--- config.mk ---
export PLATFORM = sky130hd
export DESIGN_NAME = vls_fifo
export DESIGN_NICKNAME = d
export VERILOG_FILES = /design/src/rtl/vls_fifo.sv
export SDC_FILE = /design/constraint.sdc
export NUM_CORES = 1
export LEC_CHECK = 0
export ABC_CLOCK_PERIOD_IN_PS = 1100
export BUFFER_PORTS_ARGS = -buffer_cell sky130_fd_sc_hd__buf_2
export CAP_MARGIN = 20
export CORE_MARGIN = 1.5
export CORE_UTILIZATION = 44
export DETAILED_ROUTE_END_ITERATION = 10
export PLACE_DENSITY = 0.82
export SKIP_CTS_REPAIR_TIMING = 1
export SLEW_MARGIN = 20
export SYNTH_ARGS = -nofsm -noshare
export SYNTH_HDL_FRONTEND = slang
export SYNTH_SLANG_ARGS = --single-unit
--- constraint.sdc ---
create_clock -name clock -period 1.1 [get_ports clock]
set_input_delay 0.165 -clock clock [delete_from_list [all_inputs] [get_ports clock]]
set_output_delay 0.165 -clock clock [all_outputs]
set_load 0.1 [all_outputs]
--- src/rtl/vls_fifo.sv ---
module vls_fifo #(
   parameter int WIDTH = 8
) (
   input  logic             clock,
   input  logic             reset,
   input  logic             push,
   input  logic [WIDTH-1:0] push_data,
   input  logic             pop,
   output logic [WIDTH-1:0] pop_data,
   output logic             full,
   output logic             empty
);

   // Two-entry queue between the front end and the shading engine.
   logic [WIDTH-1:0] mem_ff [2];
   logic [1:0]       count_ff, count_in;
   logic             wr_ptr_ff, wr_ptr_in;
   logic             rd_ptr_ff, rd_ptr_in;

   assign full     = (count_ff == 2'd2);
   assign empty    = (count_ff == 2'd0);
   assign pop_data = mem_ff[rd_ptr_ff];

   // Pointer and occupancy update.
   always_comb begin
      wr_ptr_in = push ? ~wr_ptr_ff : wr_ptr_ff;
      rd_ptr_in = pop ? ~rd_ptr_ff : rd_ptr_ff;
      count_in  = count_ff;
      if (push && !pop) begin
         count_in = count_ff + 2'd1;
      end else if (pop && !push) begin
         count_in = count_ff - 2'd1;
      end
   end

   always_ff @(posedge clock) begin
      if (reset) begin
         count_ff  <= 2'd0;
         wr_ptr_ff <= 1'b0;
         rd_ptr_ff <= 1'b0;
      end else begin
         count_ff  <= count_in;
         wr_ptr_ff <= wr_ptr_in;
         rd_ptr_ff <= rd_ptr_in;
      end
   end

   // Storage needs no reset.
   always_ff @(posedge clock) begin
      if (push) begin
         mem_ff[wr_ptr_ff] <= push_data;
      end
   end

endmodule

[Yosys cells after proc, flatten, opt, wreduce, memory -nomap -nowiden]
Memories as Yosys holds them, arrays and structs flattened. A register that Yosys moved wholly into a read port is not among the register bits.
Cells that the tools add are included.
Cells by class
  add/sub/neg operators: 2
  equal/unequal tests: 1
  muxes and demuxes: 6
  bitwise logic cells: 2
  reductions and logical operators: 6
Operators by type and width (number)
  $mux W1: 4
  $mux W2: 2
  $add A2 B1 Y2 const B: 1
  $eq A2 B2 Y1 const B: 1
  $logic_and A1 B1 Y1: 2
  $logic_not A1 Y1: 2
  $logic_not A2 Y1: 1
  $not A1 Y1: 2
  $reduce_bool A2 Y1: 1
  $sub A2 B1 Y2 const B: 1
Word-level totals
  bits in registers: 4
  RAM bits: 16
  input port bits: 12
  output and inout port bits: 10
  logic and storage cells: 21
  memories kept: 1
Memories
  mem_ff: depth 2, width 8, rd ports 1, clocked after Yosys merged registers in 1, write ports 1, line 15  | logic [WIDTH-1:0] mem_ff [2];

[Logic depth before layout (Yosys ltp)]
  word-level depth: 4
  depth in mapped cells: 5
  mapped depth without buffers: 5

[Least setup slack after synthesis]
OpenSTA, ideal clock, no wires.
  path type: register to output
  start point: reg count_ff[0]
  end point: out empty
  arrival time: 1.582 ns
  data required time: 0.935 ns
  slack: -0.647 ns
  cell stages (with the launch flop): 2
  buffers on the path: 0
  path through: dfxtp_1 nor2_1
On the way
  longest elaborated chain between the ends: 1
Ends and longest elaborated chain
  start, declared: line 16  | logic [1:0] count_ff, count_in;
  start signal, assigned: line 42  | count_ff <= count_in;
  $logic_not A2 Y1: line 21  | assign empty = (count_ff == 2'd0);
  end, declared: line 11  | output logic empty
Every way passes these cells.

==> out/qor.txt <==
CP top delay family = flip-flops
Achievable clock frequency = 697.9 MHz
Final Max Slew Viols = 0
Met2 Use GR = 24.86%
Maximum fanout along the worst path = 8
Aggregate global-route resource usage = 13.56%
Final nets = 90
Final min period = 1.433 ns
Skew-Pair Late Insertion Delay = 0.29 ns
Post-route DRC = 0
Routed WL = 1249 um
CTS tree = yes
Longest Clk Path Bufs = 2
CP endpoint kind = primary output
Initial DRC Count = 16
# rows = 15
Most frequent cells in the layout = edfxtp_1 (16), buf_2 (11), buf_12 (11), mux2_4 (8)
Synth area leaders = edfxtp_1 (61%), dfxtp_1 (13%), mux2_2 (12%)
Worst Max-Slew Pin Slew = 0.1989 ns
CTS buffer count = 3
Clock transition at the registers of the reported paths = 0.11 ns
Vias in the first global route = 447
Clock Skew = 0.002239 ns
Period utilisation layout = 130.3%
DR WL/cell = 13.43 um
Kind of critical path = reg2out
Mapped Area = 783.3 sq um
Routed vias/inst = 4.989
Final hold slack = 0.05589 ns
Post-synth top area cell = edfxtp_1
Crit-path max cell delay = 0.36 ns
Endpoints failing setup = 10
Root Driver = clkbuf_4
Ys Warns = 0
Distinct cells, synth = 15
Startpoint Class = flip-flop
Dpl hpwl = 877.7 um
Failing checks = setup timing
Starting Density = 46.37%
Pwr Density = 1764 nW/um^2
CP bufs+invs = 2
WP data arrival = 1.27 ns
Share of the synthesized area in the top cell type = 61.34%
Min-delay worst type = in2reg
Syn Nets = 60
Cells after Synth = 47
Post-DRT Antenna Nets = 0
RSZ-0062 raised after global routing = yes
Layout cell share with drive strength beyond 1 = 56.58%
GR peak layer = met2
Ports = 22
M1 GR Usage = 12.83%
H-tree levels = 1
Fin Setup TNS = -2.802 ns
ANT cells = 0
Leakage power = 0.4879 nW
Critical path required time = 0.94 ns
Initial antenna violation count = 0
Area grow syn2layout = 50.16%
Critical Path Slowest Stage Cell = dfxtp_2
Layout Cells excl Fill = 93
Via Count = 464
Tot Pwr = 2.075 mW
Max IR drop VDD = 1.278 mV
DIE HEIGHT = 45.19 um
PortBufs = 21
Most common cell after layout, fill and taps aside = edfxtp_1
Die width = 45.19 um
Cell count after placement = 89
Final worst setup slack = -0.3328 ns
Largest net degree at the start of global routing = 12
Syn Area/Cell = 16.66 sq um
Slew HR = 86.74%
Final Hold Viols = 0
Number of synthesized register bits = 21
Sequential cell area fraction in the yosys report = 74.12%
CP most frequent cell = buf_12
Die area = 2042 sq um
Number of max-cap violations = 0
Crit path cell chain = buf_12 -> mux2_4 -> buf_12
DRT Pass-1 Iters = 4
Global Route met3 Usage = 5.200%
GRT Residual Overflow = 0
CTS sink count = 21
Status = complete, but fails checks
Core area = 1689 sq um
GP Congestion = 0.6170
First-pass GRT wire length = 1883 um
layer usage:
metal / part of all wire, % / up-vias
li1: - / 226
met1: 40 / 217
met2: 52 / 19
met3: 7.2 / 2
met4: 0.72 / 0
met5: 0 / -
cell type report:
type                       count  area [sq um]
sequential                    21         586.8
fill                         119         513.0
inverter                       1         3.754
multi-input combinational     24         232.7
timing repair buffer          26         305.3
tap                           17         21.27
clock buffer                   4         26.28
report_power, final:
group          total, mW  leakage, nW  internal [mW]  switching [mW]
registers          0.955        0.193          0.920          0.0354
logic              0.769        0.280          0.305           0.464
clock network      0.351       0.0150          0.141           0.210
total               2.07        0.488           1.37           0.709
synth_stat cells, drive strengths merged:
| library cell | n |
|---|---|
| edfxtp | 16 |
| mux2 | 8 |
| dfxtp | 5 |
| nor2 | 5 |
| xnor2 | 2 |
| xor2 | 2 |
| a21oi | 1 |
| and2 | 1 |
| and2b | 1 |
| buf | 1 |
| ha | 1 |
| inv | 1 |
| nor2b | 1 |
| o21ai | 1 |
| or3 | 1 |
path summary, 6_finish.rpt:
kind                                    from      endpoint  slack (ns)  cells past startpoint
worst max-delay path               flip-flop   pop_data[1]       -0.33                      3
worst min-delay path            push_data[3]  mem_ff[0][3]        0.06                      1
worst max register to register   count_ff[0]   count_ff[1]        0.04                      3
worst min register to register   count_ff[1]   count_ff[1]        0.52                      2
kinds of logic (layout without fill, tap and decap cells):
group           Yosys count  in the layout  synth area share, %
buf+inv                   2             31                1.117
flops                    21             21                74.12
simple gates              9              9                5.913
mux                       8              8                11.50
xor+xnor                  4              4                4.474
fa+ha+maj                 1              1                1.597
compound gates            2              2                1.277
sequential cells by signal, indices dropped and copies added, names as in the netlist, named ones only:
name and count:
mem_ff 16, count_ff 2, rd_ptr_ff 1, wr_ptr_ff 1
stage by stage:
stage	util, %	cell area (sq um)	worst slack, ns
floorplan	-	790.8	-0.08258
global placement	58.74	992.2	-0.1452
detailed placement	58.74	992.2	-0.1637
CTS	60.30	1018	-0.5002
global route	69.63	1176	-0.3816
finish	69.63	1176	-0.3328
(Power assumes the default switching activity.)
